===== src/rtl/dms_pkg.sv =====
// Shared constants, codes and types of the degenerate motif search block.
// No dependencies; every other file of the block but dms_ram imports it.
`timescale 1ns / 1ps

package dms_pkg;

  localparam int MAX_PATTERN_DEF  = 32;
  localparam int SYMBOL_COUNT_DEF = 256;

  localparam int COUNT_W = 32;
  localparam int ERR_W   = 6;
  localparam int LEN_W   = 6;
  localparam int PIDX_W  = 5;
  localparam int SYM_W   = 8;
  localparam int POS_W   = 33;
  localparam int CFG_W   = 32;
  localparam int CIDX_W  = 2;

  localparam logic [ERR_W-1:0]   ERR_MAX   = '1;
  localparam logic [COUNT_W-1:0] POS_MAX   = '1;
  localparam logic [POS_W-1:0]   NO_MATCH  = '1;
  localparam logic [POS_W-1:0]   POS_BIAS  = 33'd2;

  localparam logic [CIDX_W-1:0] REG_PATTERN_LENGTH = 2'd0;
  localparam logic [CIDX_W-1:0] REG_MAX_ERRORS     = 2'd1;
  localparam logic [CIDX_W-1:0] REG_START_POSITION = 2'd2;

  localparam logic FUNC_LOAD   = 1'b0;
  localparam logic FUNC_STREAM = 1'b1;

  typedef struct packed {
    logic shift;
    logic proc;
    logic first;
    logic tail;
    logic sym_ok;
    logic clear;
  } cell_ctl_t;

  typedef struct packed {
    logic                    found;
    logic signed [POS_W-1:0] match_position;
    logic [ERR_W-1:0]        errors_found;
  } result_t;

endpackage


===== src/rtl/dms_out_buf.sv =====
// Four-entry result queue between the cell row and the result channel.
// Depends on dms_pkg.
`timescale 1ns / 1ps

module dms_out_buf import dms_pkg::*; (
  input  logic       clk,
  input  logic       rst,
  input  logic       push,
  input  result_t    push_data,
  input  logic       pop,
  output logic       not_empty,
  output result_t    head,
  output logic [2:0] fill
);

  result_t    slots [4];
  logic [1:0] wr_ptr;
  logic [1:0] rd_ptr;
  logic       do_pop;

  assign not_empty = (fill != 3'd0);
  assign head      = slots[rd_ptr];
  assign do_pop    = pop && not_empty;

  always_ff @(posedge clk) begin
    if (push) begin
      slots[wr_ptr] <= push_data;
    end
  end

  always_ff @(posedge clk) begin
    if (rst) begin
      wr_ptr <= 2'd0;
      rd_ptr <= 2'd0;
      fill   <= 3'd0;
    end else begin
      if (push) begin
        wr_ptr <= wr_ptr + 2'd1;
      end
      if (do_pop) begin
        rd_ptr <= rd_ptr + 2'd1;
      end
      fill <= fill + 3'(push) - 3'(do_pop);
    end
  end

endmodule


===== config.mk =====
export PLATFORM = sky130hd
export DESIGN_NAME = dms_out_buf
export DESIGN_NICKNAME = d
export VERILOG_FILES = /design/src/rtl/dms_pkg.sv /design/src/rtl/dms_out_buf.sv
export SDC_FILE = /design/constraint.sdc
export NUM_CORES = 1
export LEC_CHECK = 0
export BUFFER_PORTS_ARGS = -buffer_cell sky130_fd_sc_hd__buf_2
export CAP_MARGIN = 20
export CELL_PAD_IN_SITES_DETAIL_PLACEMENT = 1
export CELL_PAD_IN_SITES_GLOBAL_PLACEMENT = 1
export CORE_UTILIZATION = 45
export DETAILED_ROUTE_END_ITERATION = 8
export PLACE_DENSITY = 0.84
export SETUP_SLACK_MARGIN = 0.5
export SLEW_MARGIN = 25
export SYNTH_ARGS = -nofsm -noshare
export SYNTH_HDL_FRONTEND = slang
export SYNTH_SLANG_ARGS = --single-unit

===== constraint.sdc =====
create_clock -name clk -period 2.29 [get_ports clk]
set_input_delay 0.458 -clock clk [delete_from_list [all_inputs] [get_ports clk]]
set_output_delay 0.458 -clock clk [all_outputs]
set_load 0.005 [all_outputs]

# Word-level counts from Yosys, hierarchy flattened

Memory sizes are Yosys's and may differ from the RTL's. A register that Yosys moved wholly into a read port is not among the register bits.
Cells that the tools add are included.

Add/sub/neg operators: 4
Muxes and demuxes: 4
Reduce and logical (&&, ||, !) cells: 2

Operators by type and width:

| cell                                         | number |
|---|---|
| adder 2 x 1 -> 2 bit (second input constant) | 2 |
| two-way mux 2 bit                            | 2 |
| adder 3 x 1 -> 3 bit                         | 1 |
| nonzero test 3 bit                           | 1 |
| subtractor 3 x 1 -> 3 bit                    | 1 |
| two-way mux 1 bit                            | 2 |
| logical AND 1 bit                            | 1 |

Register bits after elaboration: 7
Bits in writable memories: 160
Input bits: 44
Output and inout port bits: 44
Logic and storage cells: 14
Memories: 1

Memories:

| name  | depth | width | rd ports | clocked after memory_dff | wr ports | line              | text |
|---|---|---|---|---|---|---|---|
| slots | 4     | 40    | 1        | 1                        | 1        | dms_out_buf.sv:16 | `result_t slots [4];` |

# Logic depth before layout (Yosys ltp)

Depth in word-level cells: 4
Gate-level depth with buffers: 7
Mapped depth without buffers: 7

# Worst setup path after synthesis

Ideal clock, no wire load.

Kind: register -> register
Start point: register wr_ptr[0]
End point: memory slots[2][0] (netlist bit) (enable)
Setup time: 0.401 ns
Arrival: 1.511 ns
Data required time: 1.889 ns
Slack: 0.378 ns
Stages on the path, launching flop included: 4
Buffers on the path: 0
Clock period less this slack: 1.912 ns
Cells stage by stage: dfxtp_1 inv_1 ha_1 and2_1

RTL lines:

| item                     | line              | text |
|---|---|---|
| start: declaration       | dms_out_buf.sv:17 | `logic [1:0] wr_ptr;` |
| start signal: assignment | dms_out_buf.sv:38 | `wr_ptr <= wr_ptr + 2'd1;` |
| end: declaration         | dms_out_buf.sv:16 |  |

No word-level cell before the write port.

==> results.rst <==
.. list-table::
   :header-rows: 1

   * - Metric
     - Value
   * - Result of the run
     - complete, no violations
   * - Clock tree from TritonCTS
     - built
   * - Post-synthesis cell count
     - 254
   * - Number of global-route vias before repair
     - 3292
   * - DR pass1 iterations
     - 4
   * - Final critical delay including setup and external delays
     - 2150 ps
   * - Stage delay of the slowest cell on the critical path
     - 540 ps
   * - Layout Nets
     - roughly 420
   * - Number of antenna violations at the first check in global routing
     - 1
   * - Final total power
     - 0.00788 W
   * - Cell Pwr Density
     - 1040 nW/um2
   * - Clock Tree Buf Depth
     - 2
   * - Clock-pin slew of the registers on the worst-case setup and hold paths
     - 60 ps
   * - Count of final hold-check violations
     - 0
   * - Final GP Congestion
     - 0.670
   * - Chip Height
     - 120 um
   * - Routed wire per std cell
     - 21.1 um
   * - Library cell contributing the largest single delay on the critical path
     - sky130_fd_sc_hd__mux4_2
   * - Synthesized area per cell
     - 24.8 um2
   * - Synthesis Warnings
     - 0
   * - Clk Latency, worst-skew pair
     - 420 ps
   * - Setup_tns
     - 0 ps
   * - Violation count after the first detailed-route iteration
     - 93
   * - Total Routing Usage GR
     - between 15 and 20%
   * - Non-filler cells, final
     - 555
   * - Overall via count from detail_route
     - roughly 2900
   * - Number of clock sinks
     - ~170
   * - Die Width
     - 120 um
   * - DRC violation count after routing
     - 0
   * - First-pass GRT wire length
     - 18000 um
   * - Pin count of the biggest net entering global routing
     - 28
   * - Sequential fraction of the synthesis area
     - 79.3%
   * - Most frequent standard cell in the layout excluding fill and tap cells
     - sky130_fd_sc_hd__edfxtp_1
   * - Cell breakdown of the critical path
     - buf_12 > mux4_2 > buf_2
   * - Final-report max-slew violation count
     - 0
   * - Cell Area, Synth
     - 6290 um2
   * - Peak supply drop
     - 703 uV
   * - CP Data Arrival Time
     - 1690 ps
   * - Worst Setup End Kind
     - output port
   * - RSZ-0062 raised after global routing
     - true
   * - Synth-to-layout area growth
     - 21.1%
   * - CP Max Fanout
     - 20
   * - Synth Register Bits
     - 169
   * - Critical path startpoint category
     - register
   * - Cts bufs inserted
     - 17
   * - Tightest Pin Transition
     - 530 ps
   * - CTS Root Buffer Type
     - sky130_fd_sc_hd__clkbuf_16
   * - Worst clock skew
     - roughly 5.5 ps
   * - Initial standard-cell utilization of the core
     - 46.7%
   * - Number of failing setup endpoints in the final timing report
     - 0
   * - Maximum Capacitance Violations
     - 0
   * - Post-DRT Antenna Nets
     - 0
   * - Number of distinct library cells after synthesis
     - 20
   * - Overall die area
     - about 14000 um2
   * - Fraction of the cycle the final worst path needs
     - 93.9%
   * - Fmax
     - between 400 and 500 MHz
   * - Category of the most critical setup path
     - reg2out
   * - Path class of the lowest-slack min-delay path
     - in2reg
   * - GRT overflow
     - 0
   * - Post-detailed-routing wire length
     - between 10000 and 15000 um
   * - Fraction of final layout cells sized beyond drive strength 1
     - 49.2%
   * - Total number of placement rows
     - 42
   * - Vias/cell
     - 5.20
   * - Most frequent cells in the layout
     - 160 x sky130_fd_sc_hd__edfxtp_1, 87 x sky130_fd_sc_hd__buf_2, 40 x sky130_fd_sc_hd__mux4_2
   * - Required time of the critical path
     - 1830 ps
   * - Post-DP HPWL
     - approximately 7300 um
   * - Syn nets
     - 305
   * - Remaining max-slew budget at the tightest pin
     - 64.2%
   * - Count of buffer and inverter cells on the critical path
     - 2
   * - Largest delay contributor family on the critical path
     - multiplexers
   * - Pleak
     - 2.64 nW
   * - Placed insts
     - between 500 and 600
   * - I/O Pins
     - between 80 and 90
   * - Input/output buffers
     - 87
   * - H-tree depth reported by CTS
     - 4
   * - Area inside the core boundary
     - 13500 um2
[worst paths after layout]
check	endpoint	cells past startpoint	from	slack [ps]
min	slots[2][25]	1	push_data[25]	250
min reg2reg	wr_ptr[1]	2	wr_ptr[1]	580
max reg2reg	fill[1]	6	fill[1]	390
max	head[10]	3	register	140
[flip-flops by register name, summed over array words and instances, names as in the netlist, named ones only]
register,flops
rd_ptr,2
slots,160
wr_ptr,2
fill,3
[per-stage QoR]
step	utilization, %	worst slack [ps]	hold slack, ps	cell area (um2)
final	56.6	140	253	7610
after global placement	51.8	388	543	6970
after CTS	56.4	101	231	7590
after global routing	56.6	62.0	238	7610
after detailed placement	51.8	289	560	6970
after floorplan	-	450	514	6290
[synthesized netlist by cell type]
master,number,area share (%)
sky130_fd_sc_hd__clkbuf_1,1,0.060
sky130_fd_sc_hd__xnor2_1,1,0.14
sky130_fd_sc_hd__mux4_2,40,14
sky130_fd_sc_hd__nor2b_1,4,0.40
sky130_fd_sc_hd__nor2_1,5,0.30
sky130_fd_sc_hd__xor3_1,1,0.38
sky130_fd_sc_hd__dfxtp_1,9,2.9
sky130_fd_sc_hd__buf_2,4,0.32
sky130_fd_sc_hd__inv_1,6,0.36
sky130_fd_sc_hd__ha_1,6,1.2
sky130_fd_sc_hd__mux2i_1,1,0.16
sky130_fd_sc_hd__edfxtp_1,160,76
sky130_fd_sc_hd__buf_6,1,0.18
sky130_fd_sc_hd__buf_12,4,1.3
sky130_fd_sc_hd__mux2_2,3,0.54
sky130_fd_sc_hd__fa_1,1,0.32
sky130_fd_sc_hd__o31a_1,1,0.14
sky130_fd_sc_hd__or3_1,1,0.10
sky130_fd_sc_hd__o311ai_0,1,0.14
sky130_fd_sc_hd__and2_1,4,0.40
[kinds of logic (layout without fill, tap and decap cells)]
family	count (synthesis)	after routing	share of synthesized area, %
DFF	169	169	79.3
muxes	44	44	15.0
buffers and inverters	16	140	2.19
and+or+nand+nor	14	14	1.19
adders and majority gates	7	7	1.51
AOI/OAI and AO/OA	2	2	0.279
xor gates and xnor gates	2	2	0.517
other	0	1	0
[per-layer routing]
| layer | global-route usage, % | wire [um] | part of all wire, % |
|---|---|---|---|
| met1 | 20.6 | 4680 | 40 |
| met2 | 30.3 | 6250 | 53 |
| met3 | 5.47 | 547 | 4.7 |
| met4 | 7.89 | 216 | 1.8 |
| met5 | 0 | 0 | 0 |
[power by group]
group / total (W) / internal [W] / switching, W
clock: 0.00280 / 0.00174 / 0.00107
sequential: 0.00366 / 0.00358 / 0.0000792
combinational: 0.00142 / 0.000795 / 0.000625
[cell type report]
type                    count  area [um2]
fillers                  1203        5840
clock inverters             6        56.3
clock buffers              26         542
multi-input cells          69        1180
diodes                      1        2.50
flip-flops and latches    169        5000
inverters                   6        22.5
repair buffers            102         589
well taps                 176         220
[repair_timing]
action,4_1_cts,5_1_grt
buffers inserted,2,1
pin swaps,3,3
hold buffers,0,0
resized for setup,5,2
endpoints found under the setup margin,42,43
Note: power is estimated with default switching activity, not from simulation.
