**src/rtl/dms_pkg.sv**
```systemverilog
// Shared constants, codes and types of the degenerate motif search block.
// No dependencies; every other file of the block but dms_ram imports it.
`timescale 1ns / 1ps

package dms_pkg;

  localparam int MAX_PATTERN_DEF  = 32;
  localparam int SYMBOL_COUNT_DEF = 256;

  localparam int COUNT_W = 32;
  localparam int ERR_W   = 6;
  localparam int LEN_W   = 6;
  localparam int PIDX_W  = 5;
  localparam int SYM_W   = 8;
  localparam int POS_W   = 33;
  localparam int CFG_W   = 32;
  localparam int CIDX_W  = 2;

  localparam logic [ERR_W-1:0]   ERR_MAX   = '1;
  localparam logic [COUNT_W-1:0] POS_MAX   = '1;
  localparam logic [POS_W-1:0]   NO_MATCH  = '1;
  localparam logic [POS_W-1:0]   POS_BIAS  = 33'd2;

  localparam logic [CIDX_W-1:0] REG_PATTERN_LENGTH = 2'd0;
  localparam logic [CIDX_W-1:0] REG_MAX_ERRORS     = 2'd1;
  localparam logic [CIDX_W-1:0] REG_START_POSITION = 2'd2;

  localparam logic FUNC_LOAD   = 1'b0;
  localparam logic FUNC_STREAM = 1'b1;

  typedef struct packed {
    logic shift;
    logic proc;
    logic first;
    logic tail;
    logic sym_ok;
    logic clear;
  } cell_ctl_t;

  typedef struct packed {
    logic                    found;
    logic signed [POS_W-1:0] match_position;
    logic [ERR_W-1:0]        errors_found;
  } result_t;

endpackage

```
**src/rtl/dms_ram.sv**
```systemverilog
// Generic single-port RAM with registered read.
// No dependencies.
`timescale 1ns / 1ps

module dms_ram #(
  parameter int WIDTH = 1,
  parameter int DEPTH = 256
) (
  input  logic                     clk,
  input  logic                     we,
  input  logic [$clog2(DEPTH)-1:0] addr,
  input  logic [WIDTH-1:0]         wdata,
  output logic [WIDTH-1:0]         rdata
);

  logic [WIDTH-1:0] mem [DEPTH];

  always_ff @(posedge clk) begin
    if (we) begin
      mem[addr] <= wdata;
    end
    rdata <= mem[addr];
  end

endmodule

```
**src/rtl/dms_cell.sv**
```systemverilog
// One pattern position: its accept column and one window mismatch counter of the ring.
// Depends on dms_pkg and dms_ram.
`timescale 1ns / 1ps

module dms_cell import dms_pkg::*; #(
  parameter int SYMBOL_COUNT = SYMBOL_COUNT_DEF
) (
  input  logic                            clk,
  input  logic                            rst,
  input  cell_ctl_t                       ctl,
  input  logic [ERR_W-1:0]                max_errors,
  input  logic                            mem_we,
  input  logic [$clog2(SYMBOL_COUNT)-1:0] mem_addr,
  input  logic                            mem_wdata,
  input  logic [ERR_W-1:0]                cnt_in,
  output logic [ERR_W-1:0]                cnt_out,
  output logic                            hit,
  output logic [ERR_W-1:0]                hit_errors
);

  logic             accept_bit;
  logic [ERR_W-1:0] cnt;
  logic [ERR_W-1:0] cnt_next;
  logic [ERR_W-1:0] base;
  logic [ERR_W-1:0] upd;
  logic             mismatch;

  dms_ram #(
    .WIDTH(1),
    .DEPTH(SYMBOL_COUNT)
  ) u_col (
    .clk  (clk),
    .we   (mem_we),
    .addr (mem_addr),
    .wdata(mem_wdata),
    .rdata(accept_bit)
  );

  always_comb begin
    base     = ctl.first ? '0 : cnt_in;
    mismatch = !(ctl.sym_ok && accept_bit);
    upd      = (mismatch && (base != ERR_MAX)) ? base + ERR_W'(1) : base;
    cnt_next = ctl.proc ? upd : cnt_in;
  end

  always_ff @(posedge clk) begin
    if (rst) begin
      cnt <= '0;
    end else if (ctl.clear) begin
      cnt <= '0;
    end else if (ctl.shift) begin
      cnt <= cnt_next;
    end
  end

  assign cnt_out    = cnt;
  assign hit        = ctl.proc && ctl.tail && (upd <= max_errors);
  assign hit_errors = upd;

endmodule

```
**config.mk**
```make
export PLATFORM = sky130hd
export DESIGN_NAME = dms_cell
export DESIGN_NICKNAME = d
export VERILOG_FILES = /design/src/rtl/dms_pkg.sv /design/src/rtl/dms_ram.sv /design/src/rtl/dms_cell.sv
export SDC_FILE = /design/constraint.sdc
export NUM_CORES = 1
export LEC_CHECK = 0
export ABC_CLOCK_PERIOD_IN_PS = 2600
export BUFFER_PORTS_ARGS = -buffer_cell sky130_fd_sc_hd__clkbuf_2
export CAP_MARGIN = 20
export CORE_ASPECT_RATIO = 1.2
export CORE_MARGIN = 4
export CORE_UTILIZATION = 50
export CTS_CLUSTER_SIZE = 25
export DETAILED_ROUTE_END_ITERATION = 8
export GPL_ROUTABILITY_DRIVEN = 1
export PLACE_DENSITY = 0.73
export SYNTH_ARGS = -nofsm -noshare
export SYNTH_HDL_FRONTEND = slang
export SYNTH_SLANG_ARGS = --single-unit
```
**constraint.sdc**
```tcl
create_clock -name clk -period 2.6 [get_ports clk]
set_input_delay 0.26 -clock clk [delete_from_list [all_inputs] [get_ports clk]]
set_output_delay 0.26 -clock clk [all_outputs]
set_load 0.01 [all_outputs]
```
Yosys cells after proc, flatten, opt, wreduce, memory -nomap -nowiden
Memory sizes are Yosys's and may differ from the RTL's. A register that Yosys moved wholly into a read port is not among the register bits.
Cells that the tools add are included.
{ "classes": {"magnitude_cmp": 1, "n_reduce_logical": 6, "n_addsub": 1, "eq_ne": 1, "n_mux": 5} }
{ "ops": {"columns": ["operator", "n"], "rows": [
  ["2-to-1 mux 6 bit", 3],
  ["adder 6 x 1 -> 6 bit (second input constant)", 1],
  ["less-or-equal comparator 6 bit", 1],
  ["inequality test 6 bit (second input constant)", 1],
  ["logical AND 1 bit", 4],
  ["2-to-1 mux 1 bit", 2],
  ["OR reduction 2 bit", 1],
  ["logical NOT 1 bit", 1]
]} }
{ "word_totals": {"n_memories": 1, "ramBits": 256, "elab_cells": 16, "output_inout_bits": 13, "register_bits": 6, "input_bits": 30} }
{ "memory_table": {"columns": ["memory", "words", "word_bits", "read_ports", "rd_ports_with_merged_regs", "write_ports", "line_no", "rtl"], "rows": [
  ["u_col.mem", 256, 1, 1, 1, 1, "dms_ram.sv:16", "logic [WIDTH-1:0] mem [DEPTH];"]
]} }

Longest topological paths before layout
Gate-level depths: netlist of the first run.
{ "logic_depth": {"ltp_word": 6, "mapped_depth": 14, "depth_no_buf": 14} }

Modules after synthesis
From an unflattened synthesis of the first run, not the netlist that was laid out.
{ "hier_totals": {"hier_cells": 836, "hier_area_um2": 11698.7} }
{ "modules_own_cells": {"columns": ["module", "n_inst", "area_per_inst_um2", "seq_area_each_um2", "cells_per_inst"], "rows": [
  ["dms_ram", 1, 11006.8, 7707.4, 748],
  ["dms_cell", 1, 691.9, 120.1, 88]
]} }

Least setup slack after synthesis of the first run
Ideal clock, no wire load.
{ "synth_timing": {"path_type": "in2out", "startpoint": "in cnt_in[1]", "endpoint": "out hit", "path_buffers": 0, "cell_stages": 14, "required_time_ns": 2.340, "arrival_time_ns": 2.555, "slack_ns": -0.215, "path_cell_list": "nor2b_1 ha_1 nand4_1 o21ai_0 nand2_1 nand2_1 ha_1 nor2b_1 o21a_1 o21a_1 o21a_1 o21a_1 o22ai_1 and3_1"} }
{ "synth_between": {"elab_chain_len": 6, "word_cells_on_any_way": 7, "classes_between": "add/sub (1); order compare (1); eq/ne (1); mux (2); reduce/logical (2)"} }
{ "synth_lines": {"columns": ["element", "line_no", "rtl"], "rows": [
  ["from (decl)", "dms_cell.sv:15", "input logic [ERR_W-1:0] cnt_in,"],
  ["2-to-1 mux 6 bit *", "dms_cell.sv:40", "base = ctl.first ? '0 : cnt_in;"],
  ["parallel branches: the longest is 2 deep, another holds adder 6 x 1 -> 6 bit", null, null],
  ["2-to-1 mux 6 bit *", "dms_cell.sv:42", "upd = (mismatch && (base != ERR_MAX)) ? base + ERR_W'(1) : base;"],
  ["net hit_errors[1]", "dms_cell.sv:18", "output logic [ERR_W-1:0] hit_errors"],
  ["less-or-equal comparator 6 bit *", "dms_cell.sv:57", "assign hit = ctl.proc && ctl.tail && (upd <= max_errors);"],
  ["logical AND 1 bit *", "dms_cell.sv:57", null],
  ["to (decl)", "dms_cell.sv:17", "output logic hit,"]
]} }
Mark *: on every way through the listed nets, which the timed path passes.

Final worst setup path of the first run
{ "layout_timing": {"startpoint": "reg u_col.rdata (read register of u_col.mem)", "endpoint": "out hit"} }
{ "layout_between": {"elab_chain_len": 6} }
{ "layout_lines": {"columns": ["element", "line_no", "rtl"], "rows": [
  ["from (decl)", "dms_ram.sv:13", "output logic [WIDTH-1:0] rdata"],
  ["logical AND 1 bit", "dms_cell.sv:41", "mismatch = !(ctl.sym_ok && accept_bit);"],
  ["logical NOT 1 bit", "dms_cell.sv:41", null],
  ["logical AND 1 bit", "dms_cell.sv:42", null],
  ["2-to-1 mux 6 bit", "dms_cell.sv:42", null],
  ["less-or-equal comparator 6 bit", "dms_cell.sv:57", null],
  ["logical AND 1 bit", "dms_cell.sv:57", null]
]} }
No other way between the ends.

==> results.md, run 1 <==
Setup path:
- Along the worst path, the maximum fanout reaches 4.
- The critical path capture point is hit.
- Tracing the worst setup path back leads to its startpoint at u_col.rdata.
- Setup slack on the worst reg-to-reg path comes out at 0.29 ns.
- For the worst setup path, the data required time is 2.34 ns.
- The endpoint identified for the worst register-to-register timing path is u_col.rdata.
- The count of cells along the worst register-to-register path is 6.
- The worst path arrival time is 2.73 ns.
- The critical path goes through nand2_2, o21a_1, nand2_1, nand2_2, ha_4, nor2b_1, o21a_1, o21a_1, o21a_1, o21a_1, o22ai_2, and3_1, buf_2.
- The cell type with the highest occurrence count on the critical path is o21a_1.
- The worst register-to-register path begins at u_col.mem[107].
- STA classifies the critical path startpoint as a register.
- The slowest stage of the critical path belongs to the cell dfxtp_2.
- The worst setup path is of the register to output port kind.
- STA classifies the critical path endpoint as an output port.
- For this run, the slowest stage of the critical path takes 0.33 ns.

Logic synthesis:
- The number of distinct library cell variants in the gate-level netlist after synthesis is 36.
- The synthesized design contains 256 enable-type register cells.
- The adder and majority gate portion of the synthesized area is 0.750%.
- The Yosys step of the flow raised 0 warnings.
- In the synthesized netlist, the cells that appear most often are edfxtp_1, nor2_1, mux4_2.
- A synthesized cell averages 13.9 sq um.
- The post-synthesis simple-gate area fraction is 12.7%.
- Of the post-synthesis cell area, the part taken by muxes is 12.9%.
- The post-synthesis share of cell area spent on xor and xnor gates is 0.300%.
- The largest total area in the synthesized netlist belongs to edfxtp_1.
- Synthesis inferred 263 register bits.
- The synthesized netlist devotes 3.73% of its cell area to compound gates.
- The most numerous cell in the Yosys netlist is edfxtp_1.
- In the post-synthesis netlist, the biggest area contributors are edfxtp_1, mux4_2, nor2_1.
- The primary flip-flop cell chosen by synthesis mapping is edfxtp_1.
- The total standard cell area after synthesis is 11,700 sq um.
- Counting every net in the synthesized netlist gives 880.
- After synthesis, the share of flip-flops with an asynchronous set or reset is 0%.
- The share of the Yosys chip area taken by registers is 67.0%.
- The share of synthesized area in the top cell type comes to 65.8%.
- The combinational family with the most area after synthesis is multiplexers.
- The number of instances in the synthesized netlist is 843.

Timing:
- The count of pins over their slew limit is 0.
- The setup violation total in the final timing report is 1.
- The final-report hold violation count is 0.
- Setup total negative slack on the finished layout was measured at -0.387 ns.
- The smallest clock period supported by the final layout is computed as 2.99 ns.
- The largest clock skew in the final design is 0.0215 ns.
- The upper clock frequency limit is 0.335 GHz.
- Setup repair after global routing could not meet its margin everywhere.
- Measured against its own limit, the worst slew margin works out to 52.4%.
- In the post-route analysis, the smallest setup slack over all paths is -0.387 ns.
- For the pin with the worst max-slew slack, the measured transition is 0.714 ns.
- Of the available clock period, the critical path in the final layout requires 115%.

Status:
- The final reports fail on negative setup slack.
- The flow ran to the end, but the final reports show violations.

Power:
- The static leakage power is 4.24 nW.
- The power per cell area is 660 nW/um^2.
- The power consumption is 0.00891 W.
- Across the VDD grid, the largest voltage drop is 0.469 mV.

Route:
- The average detailed-routed wire length per instance is 20.6 um.
- After detailed routing, the number of vias per cell comes to 5.84.
- The post-route DRC violation count is 0.
- The DRC marker count from the first detailed-route iteration is 658.
- The pre-antenna-repair detailed-routing pass consisted of 6 iterations.
- The wire length after detailed routing is 25,700 um.
- Summing over every cut layer, the via total after detailed routing is 7,273.
- Once detail routing completed, the nets flagged for antenna violations numbered 0.

Finish:
- The post-layout net count is 948.
- 0 antenna diodes ended up in the layout.
- The number of standard cells in the layout, taps in and fillers out is 1,245.
- The fraction of layout instances using a drive strength above 1 is 23.7%.
- The area added between synthesis and finish is 15.5%.
- The core utilization of the finished layout is 58.4%.

Die:
- The area of the die is 25,900 sq um.
- Once the floorplan was initialized, standard cells occupied 50.5% of the core.
- The floorplan has 61 rows.
- The floorplan die width is 148 um.
- The vertical die dimension is 175 um.
- The floorplan core area is 23,100 sq um.
- The I/O pin count is 43.

Clock network:
- In this run, CTS created clock tree buffers numbering 26.
- The clock tree from TritonCTS is yes.
- The library cell used as clock root buffer is clkbuf_16.
- No sink is reached through more buffers than the 3 on the longest clock path.
- The later pin in the worst-skew pair is clocked with a latency of 0.53 ns.
- After clock tree synthesis, the clock-pin slew on the worst setup and hold paths is 0.06 ns.
- The number of H-tree branching levels is 1.
- The hold buffer count at cts is 0.
- Clock tree synthesis found a total of 263 sinks.

Placement:
- The count of port buffers added during placement is 42.
- The final weighted congestion in routability-driven placement is 0.895.
- Including well taps, the total number of placed cells is 1,193.
- The placed wire-length estimate is 16,000 um.

Flow run:
- The max-cap violation count is 0.

Global route:
- The number of antenna violations at the first check in global routing is 0.
- The total congestion overflow after global routing is 0.
- In the global route stage, overall resource usage came out at 20.0%.
- The first global-routing pass estimated 40,600 um of wire.
- Entering global routing, the biggest net connects 103 pins.
- The via count of the first global-routing pass is 7,253.

Hold path:
- The worst hold path class is input port to register.
worst max-delay path, delay by kind of cell, from the launching register on:
| family | cells | cell delay [ns] |
|---|---|---|
| AND/OR/NAND/NOR | 5 | 0.54 |
| adder cells (fa/ha/maj) | 1 | 0.20 |
| buffers and inverters | 1 | 0.12 |
| flip-flops | 1 | 0.33 |
| AO/OA/AOI/OAI | 6 | 1.02 |
worst min path at each step:
stage               startpoint      endpoint  slack [ns]  depth (start not counted)
global placement    cnt_out[1]    cnt_out[1]        0.46                          2
detailed placement  cnt_out[1]    cnt_out[1]        0.46                          2
floorplan            mem_wdata  u_col.mem[0]        0.36                          0
CTS                        rst    cnt_out[1]        0.06                          3
global route            ctl[0]    cnt_out[4]        0.08                          3
finish                     rst    cnt_out[1]        0.07                          3
per-stage QoR:
stage               hold slack [ns]  area [sq um]  worst slack (ns)
floorplan                     0.359         11700           -0.0210
global placement              0.455         12600            -0.265
detailed placement            0.459         12600            -0.272
CTS                          0.0570         13500            -0.390
global route                 0.0758         13500            -0.552
finish                       0.0667         13500            -0.387
cell families (layout without fill, tap and decap cells):
logic type / count (synthesis) / count (layout)
AOI/OAI and AO/OA: 65 / 65
xor gates and xnor gates: 4 / 4
adders and majority gates: 7 / 7
buffers and inverters: 73 / 160
DFF: 263 / 263
muxes: 71 / 71
and+or+nand+nor: 360 / 360
routing by layer:
metal,routed length [um],GRT usage (%)
met1,10000,27.2
met2,13300,33.5
met4,556,5.94
met3,1850,3.30
met5,0,0
cell type report:
type	count	area [sq um]
fill	1822	9630
sequential	263	7830
multi-input combinational	507	3610
timing repair buffer	104	810
clock buffer	28	658
tap	315	394
clock inverter	19	160
inverter	9	33.8
layout by cell type, fill, tap and decap left out, types with 2 or more instances in the layout:
cell type	netlist	layout
edfxtp_1	256	256
nor2_1	255	255
mux4_2	64	64
buf_4	1	53
clkbuf_2	0	38
nand2_1	34	32
a22oi_1	32	32
clkbuf_16	0	26
a21oi_1	19	19
nand3_1	18	18
nor3_1	16	16
nand2b_1	12	12
buf_12	0	10
inv_1	9	9
nor2b_1	9	7
clkinv_2	0	7
mux2i_1	6	6
clkinv_1	0	6
dfxtp_1	7	6
o21a_1	5	5
nand4_1	4	4
or3_1	4	4
ha_1	7	4
xnor2_1	3	3
or2_2	3	3
nand2_2	0	2
nor2b_4	0	2
o21ai_1	1	2
nor4_1	2	2
o41ai_1	2	2
a211oi_1	2	2
ha_4	0	2
bufinv_16	0	2
clkbuf_1	53	2
clkinvlp_4	0	2
buf_2	4	2
report_power, final:
group	total, W	internal, W	switching, W	leakage, nW
Combinational	0.000650	0.000271	0.000379	1.48
Clock	0.00359	0.00204	0.00155	0.401
Sequential	0.00467	0.00466	0.00000597	2.36
flip-flops by register name (all words and copies together) (netlist names):
name and flops:
u_col.mem 256, u_col.rdata 1, cnt_out 6
timing repair:
item	in CTS	in global routing
gates resized for setup	2	3
setup endpoints to repair	1	1
pin swaps	2	5
buffers inserted	2	3
No activity file was read; power rests on OpenSTA's default activity.
==> run 2, diff against run 1 <==
--- a/config.mk
+++ b/config.mk
@@ -5,16 +5,17 @@
 export SDC_FILE = /design/constraint.sdc
 export NUM_CORES = 1
 export LEC_CHECK = 0
+export ABC_AREA = 1
 export ABC_CLOCK_PERIOD_IN_PS = 2600
 export BUFFER_PORTS_ARGS = -buffer_cell sky130_fd_sc_hd__clkbuf_2
 export CAP_MARGIN = 20
 export CORE_ASPECT_RATIO = 1.2
 export CORE_MARGIN = 4
-export CORE_UTILIZATION = 50
+export CORE_UTILIZATION = 56
 export CTS_CLUSTER_SIZE = 25
 export DETAILED_ROUTE_END_ITERATION = 8
 export GPL_ROUTABILITY_DRIVEN = 1
-export PLACE_DENSITY = 0.73
+export PLACE_DENSITY = 0.8
 export SYNTH_ARGS = -nofsm -noshare
 export SYNTH_HDL_FRONTEND = slang
 export SYNTH_SLANG_ARGS = --single-unit
==> results.md, run 2 <==
Timing:
- On the final layout, the worst clock skew is 0.0226 ns.
- For the pin with the worst max-slew slack, the measured transition is 0.710 ns.
- The upper clock frequency limit is 0.361 GHz.
- In the final timing run, aggregate negative setup slack is -0.173 ns.
- Setup slack on the critical path of the routed design comes to -0.173 ns.
- The final critical path takes up 107% of the cycle.
- The final-report hold violation count is 0.
- The relative max-transition margin is 52.6%.
- Setup repair after global routing could not meet its margin everywhere.
- The worst path in the final design needs a cycle of 2.77 ns, including I/O delays and setup.
- The post-route worst hold slack is 0.0359 ns.
- The count of pins over their slew limit came to 0.
- The setup violation total in the final timing report is 1.

Logic synthesis:
- The cell type with the largest total area after synthesis is edfxtp_1.
- The most numerous cell in the Yosys netlist is nand2_1.
- After synthesis, flip-flops and latches occupy 62.5% of the total area.
- The total standard cell area after synthesis is 12,500 sq um.
- For this run, the leading register cell type out of synthesis is edfxtp_1.
- The number of synthesized flops with an enable pin is 256.
- During synthesis, Yosys emitted a total of 0 warnings.
- By area the synthesized netlist is led by edfxtp_1, nand2_1, nor2_1.
- The synthesized area divided by synthesized cell count is 8.73 sq um.
- The synthesized design devotes to its leading area cell type 61.4% of total area.
- After synthesis the netlist holds a flip-flop and latch count of 263.
- Of all flip-flops after synthesis, the portion carrying an async set or reset was 0%.
- Synthesis produced a netlist with a net count of 1,470.
- After synthesis, the netlist uses 25 different library cells.
- In the synthesized netlist, the number of instances is 1,433.
- In the synthesized netlist, the cells that appear most often are nand2_1, nor2_1, edfxtp_1.

Finish:
- The number of inserted filler cells in the final layout is 1,700.
- In the layout the commonest cells are nand2_1, nor2_1, edfxtp_1, buf_4, inv_1.
- The area added between synthesis and finish is 11.8%.
- The post-layout net count is 1,515.
- The footprint of the flip-flops and latches is 7830 sq um.
- The register with the most flip-flops in the layout has 256 of them.
- The most common library cell in the layout ignoring fill and taps is nand2_1.
- The fraction of layout instances using a drive strength above 1 is 10.8%.
- In the final layout, the multi-input gates occupy 4250 sq um.
- The register with the highest flop count is u_col.mem.
- The finished cells cover 14,000 sq um.

Status:
- The final reports fail on negative setup slack.
- The flow ran to the end, but the final reports show violations.

Power:
- The static leakage power is 5.53 nW.
- In this run the power density over the cells is 618 nW/um^2.
- The peak supply drop is 0.403 mV.
- Summing internal, switching and leakage power gives 0.00865 W.

Setup path:
- STA classifies the critical path startpoint as an input port.
- Data on the critical path is required at its endpoint by 2.34 ns.
- The worst path arrival time is 2.51 ns.
- The maximum fanout along the worst path is 3.
- The critical path is of the input port to output port type.
- The kind of capture point of the worst setup path is an output port.

Global route:
- Entering global routing, the biggest net connects 158 pins.
- Global routing consumed, over all layers together, 24.2% of the routing resources.
- The via count of the first global-routing pass is 9,447.
- The total congestion overflow after global routing is 0.
- The number of antenna violations at the first check in global routing came to 1.
- The first global-routing pass estimated 47,100 um of wire.

Route:
- The length of the first detailed-routing pass in iterations is 6.
- The DRC marker count from the first detailed-route iteration is 1,028.
- The post-route DRC violation count is 0.
- Summed over all layers, the routed wires come to 30,200 um.
- In this run the remaining antenna-violating nets after routing total 0.
- After detailed routing, the number of vias per cell comes to 5.54.
- The average detailed-routed wire length per instance is 17.1 um.
- For this block, the via count after detailed routing is 9,804.

Clock network:
- The number of hold buffers added after CTS was 0.
- The longest clock path from root to sink contains 3 buffers.
- The clock latency at the later pin of the worst-skew pair is 0.54 ns.
- After clock tree synthesis, the clock-pin slew on the worst setup and hold paths is 0.06 ns.
- The clock tree from TritonCTS is yes.
- The number of clock buffers inserted by TritonCTS is 25.
- CTS built an H-tree with a depth of 1.
- The number of clock sinks is 263.
- Clock tree synthesis selected as its root buffer the cell clkbuf_16.

Die:
- Measured along the x axis, the die boundary spans 144 um.
- The vertical die dimension is 172 um.
- Once the floorplan was initialized, standard cells occupied 57.3% of the core.
- For this design the top-level I/O count stands at 43.
- The die covers 24,800 sq um.
- The core region is 21,900 sq um.
- The standard-cell row count is 59.

Placement:
- Prior to clock tree synthesis, the placed netlist has a worst setup slack of -0.258 ns.
- The final weighted congestion in routability-driven placement is 0.886.
- The count of port buffers added during placement is 42.
- Detailed placement finished with a half-perimeter wire length of 18,000 um.
- In this run the cell area measured after placement is 13,100 sq um.

Hold path:
- The worst hold path class is input port to register.

Flow run:
- The max-cap violation count is 0.
run 2: path summary, 6_finish.rpt:
path | from | end | slack, ns | cells past startpoint
setup / recovery | ctl[3] | hit | -0.17 | 15
hold / removal | rst | cnt_out[0] | 0.04 | 4
setup reg to reg | u_col.rdata | cnt_out[5] | 1.06 | 8
hold reg to reg | cnt_out[4] | cnt_out[4] | 0.47 | 2
run 2: logic make-up after synthesis:
family | after synthesis | share of synthesized area [%]
simple gates | 979 | 29.9
mux | 1 | 0.0900
compound gates | 45 | 1.85
xor+xnor | 5 | 0.350
buf+inv | 133 | 4.57
flops | 263 | 62.5
fa+ha+maj | 7 | 0.700
run 2: power by group:
part / internal [W] / switching, W / total (W) / leakage (nW)
clock: 0.00176 / 0.00149 / 0.00325 / 0.348
combinational: 0.000218 / 0.000514 / 0.000731 / 2.83
sequential: 0.00466 / 0.00000587 / 0.00467 / 2.36
run 2: final cells by class:
type                       count  share of cell area, %
antenna                        1                 0.0179
clock buffer                  32                   4.66
sequential                   263                   55.9
multi-input combinational   1037                   30.4
timing repair buffer          95                   4.61
tap                          274                   2.45
clock inverter                11                  0.402
inverter                      56                   1.51
run 2: critical path: stages:
cell and delay (ns):
buf_4 0.14, buf_4 0.16, inv_2 0.06, buf_4 0.11, nand2_2 0.08, nor3_2 0.27, buf_4 0.16, nand3_1 0.12
xor2_2 0.22, ha_1 0.32, a21oi_1 0.07, o21a_1 0.19, a32oi_1 0.15, nor2_1 0.05, buf_2 0.13
run 2: what timing repair did:
action / in CTS / in global routing
setup buffers: 4 / 6
pin swaps: 9 / 18
endpoints found under the setup margin: 1 / 1
gates resized for setup: 16 / 22
run 2: routing by layer:
layer,GRT usage (%),share of wire (%),vias up
met5,0,0,-
met4,9.13,3.4,0
met3,3.50,9.5,75
met2,42.4,50,481
met1,30.5,37,4604
li1,-,-,4644
run 2: per-stage QoR:
step | util [%] | instances
after CTS | 63.4 | 1762
after global placement | 59.8 | 1715
after floorplan | - | 1433
after detailed placement | 59.8 | 1715
final | 64.0 | 1769
after global routing | 64.0 | 1769
==> run 3, diff against run 2 <==
--- a/config.mk
+++ b/config.mk
@@ -9,9 +9,11 @@
 export ABC_CLOCK_PERIOD_IN_PS = 2600
 export BUFFER_PORTS_ARGS = -buffer_cell sky130_fd_sc_hd__clkbuf_2
 export CAP_MARGIN = 20
+export CELL_PAD_IN_SITES_DETAIL_PLACEMENT = 1
+export CELL_PAD_IN_SITES_GLOBAL_PLACEMENT = 1
 export CORE_ASPECT_RATIO = 1.2
 export CORE_MARGIN = 4
-export CORE_UTILIZATION = 56
+export CORE_UTILIZATION = 43
 export CTS_CLUSTER_SIZE = 25
 export DETAILED_ROUTE_END_ITERATION = 8
 export GPL_ROUTABILITY_DRIVEN = 1
==> results.md, run 3 (synthesized netlist as in run 2, its figures left out) <==
Status:
- The flow ran to the end, but the final reports show violations.
- The final reports fail on negative setup slack.

Placement:
- Before CTS, the worst setup slack after placement is -0.398 ns.
- Detailed placement finished with a half-perimeter wire length of 22,900 um.
- Input and output buffers added on the ports amount to 42.
- The congestion estimate from routability-driven global placement came to 0.872.
- Counting tap cells, the placed design contains a total of 1,844 instances.

Route:
- The via count normalized by instance count is 5.26.
- The DRC marker count from the first detailed-route iteration is 810.
- The post-route DRC violation count is 0.
- After detailed routing, the total wire length is 37,300 um.
- Dividing the detail-routed wire length by the instance count gives 19.6 um.
- The total number of vias is 10.0k.
- The count of nets left with antenna violations once routing finished came out at 0.
- The length of the first detailed-routing pass in iterations is 6.

Clock network:
- The number of clock buffers inserted by TritonCTS is 27.
- The hold buffer count at cts is 0.
- CTS built an H-tree with a depth of 1.
- Counting every sink on the clock net gives 263.
- After clock tree synthesis, the clock-pin slew on the worst setup and hold paths is 0.06 ns.
- The longest clock path from root to sink contains 3 buffers.
- The tree is rooted in a clkbuf_16.
- The clock latency at the later pin of the worst-skew pair is 0.55 ns.
- The clock tree from TritonCTS is yes.

Setup path:
- The worst setup path is captured at an output port.
- The most critical setup path has its startpoint at ctl[3].
- The endpoint identified for the worst register-to-register timing path is u_col.rdata.
- The signal on the critical path passes through buf_12, nor2_4, ha_4, inv_4, nor3_4, nand3_2, buf_4, nand3_2, xor2_2, ha_1, nand2_2, nor2_4, buf_4, a32oi_2, nor2_1, buf_2.
- The slowest cell on the critical path is ha_1.
- The type of element launching the critical path is an input port.
- In this design, the largest share of critical-path delay is due to simple AND/OR/NAND/NOR gates.
- Of all nets on the critical path, the largest fanout is 5.
- The critical path capture point is hit.
- The worst path arrival time is 2.48 ns.
- The setup slack of the worst register-to-register path is 0.90 ns.
- The startpoint of the worst-slack reg-to-reg timing path is u_col.mem[37].
- The longest individual stage delay on the worst path is 0.30 ns.
- The count of cell instances traversed by the critical path is 16.
- The number of buffers and inverters on the critical path is 5.
- The required time of the worst setup path is 2.34 ns.
- For the worst flop-to-flop path, the logic depth is 12.
- The critical path class is input port to output port.

Die:
- For this configuration, the core starts out at a cell density of 43.5%.
- The floorplan die width is 164 um.
- The area of the die is 31,900 sq um.
- The floorplan step defined a core boundary enclosing 28,800 sq um.
- The vertical die dimension is 195 um.
- In this run the core area contains 68 standard-cell rows.
- 43 I/O pins were placed.

Power:
- The static leakage power is 5.68 nW.
- VDD sags by at most 0.494 mV.
- Dividing total power by cell area gives a power density of 634 nW/um^2.

Finish:
- The register with the highest flop count is u_col.mem.
- The flip-flop count of the largest register, all copies and words added is 256.
- The area added between synthesis and finish is 15.5%.
- In the final layout, the share of cells above drive strength 1 is 12.1%.
- In the layout the commonest cells are nand2_1, nor2_1, edfxtp_1, buf_4, inv_1.
- The antenna diode count is 0.
- After the last flow step, the layout net total stands at 1,534.
- The finished layout holds 1,902 standard cells, fillers aside.
- Leaving out fill and tap cells, the most frequent cell in the layout is nand2_1.

Timing:
- The upper clock frequency limit is 0.365 GHz.
- The count of pins over their slew limit came to 0.
- The final clock period utilization by the worst path is 106%.
- Setup repair after global routing could not meet its margin everywhere.
- Between clock sinks in the finished design, the worst skew comes to 0.0191 ns.
- The worst pin sits at a relative slew slack of 52.0%.
- After layout, the worst setup slack is -0.143 ns.
- The clock period minus final worst setup slack is 2.74 ns.
- For the pin with the worst max-slew slack, the measured transition is 0.718 ns.
- The final-report hold violation count is 0.
- Setup violations remaining at the end of the flow were counted as 1.

Global route:
- Global routing used 2.63% of the available met3 tracks.
- The met1 usage in global routing is 26.8%.
- The first global-routing pass estimated 56,900 um of wire.
- The maximum number of pins on one net before global-route repair is 95.
- In the global route stage, met2 resource usage came out at 43.0%.
- Global routing finished with a remaining overflow of 0.
- Global routing consumed, over all layers together, 22.8% of the routing resources.
- The number of antenna violations at the first check in global routing is 0.
- The via count of the first global-routing pass came to 10.6k.
- The global routing stage identified its most utilized layer as met2.

Hold path:
- The tightest min-delay check is of the input port to register type.

Flow run:
- Across the run, the number of max-cap violations was 0.
## run 3: changes by cell type in the layout (fill, tap and decap cells not counted), sizes merged
| cell | change |
|---|---|
| clkinv | +2 |
| bufinv | +2 |
| clkinvlp | +2 |
| diode | -1 |
| clkbuf | -2 |
| buf | +19 |
## run 3: worst min-delay path by stage
stage                           from           end  slack [ns]  depth (start not counted)
after detailed placement  cnt_out[5]    cnt_out[5]        0.46                          2
after global placement    cnt_out[5]    cnt_out[5]        0.45                          2
final                            rst    cnt_out[0]        0.05                          4
after global routing             rst    cnt_out[0]        0.07                          4
after CTS                        rst    cnt_out[0]       0.001                          4
after floorplan            mem_wdata  u_col.mem[0]        0.36                          0
## run 3: layer usage
layer,vias to the layer above,wire length [um]
li1,4686,-
met1,5009,14400
met2,239,20100
met3,75,1590
met4,0,1220
met5,-,0
## run 3: cell type report
type / count / area [sq um]
Clock inverter: 17 / 134
Multi-Input combinational cell: 1037 / 4270
Sequential cell: 263 / 7830
Timing Repair Buffer: 112 / 835
Tap cell: 385 / 482
Clock buffer: 32 / 694
Inverter: 56 / 216
Fill cell: 3394 / 14300
## run 3: stage by stage
stage / TNS, ns / util [%] / instance area (sq um) / power, W / hold WS (ns)
3_3_place_gp: -0.209 / 46.5 / 13400 / 0.00545 / 0.453
4_1_cts: -0.128 / 49.7 / 14300 / 0.00918 / 0.00149
5_1_grt: -0.212 / 50.3 / 14500 / 0.00950 / 0.0690
3_5_place_dp: -0.398 / 46.5 / 13400 / 0.00548 / 0.458
2_1_floorplan: 0 / - / 12500 / 0.00515 / 0.359
6_report: -0.143 / 50.3 / 14500 / 0.00916 / 0.0498
## run 3: worst register-to-register path, stage by stage (launching register included)
cell      delay (ns)
edfxtp_1        0.36
nand2_1         0.08
nand2_1         0.07
nand2_1         0.05
nand2_1         0.06
nand2_1         0.07
nand2_1         0.11
o21ai_1         0.17
nand2_1         0.08
nor2_1          0.13
nor2_1          0.07
nor2_1          0.16
nand2_1         0.14
## run 3: timing repair
action,in CTS,in global routing
setup endpoints to repair,1,1
gates resized for setup,20,29
setup buffers,3,6
pin swaps,13,18
## run 3: power by group
part / internal [W] / switching (W)
clock network: 0.00210 / 0.00160
logic: 0.000239 / 0.000560
registers: 0.00466 / 0.00000514
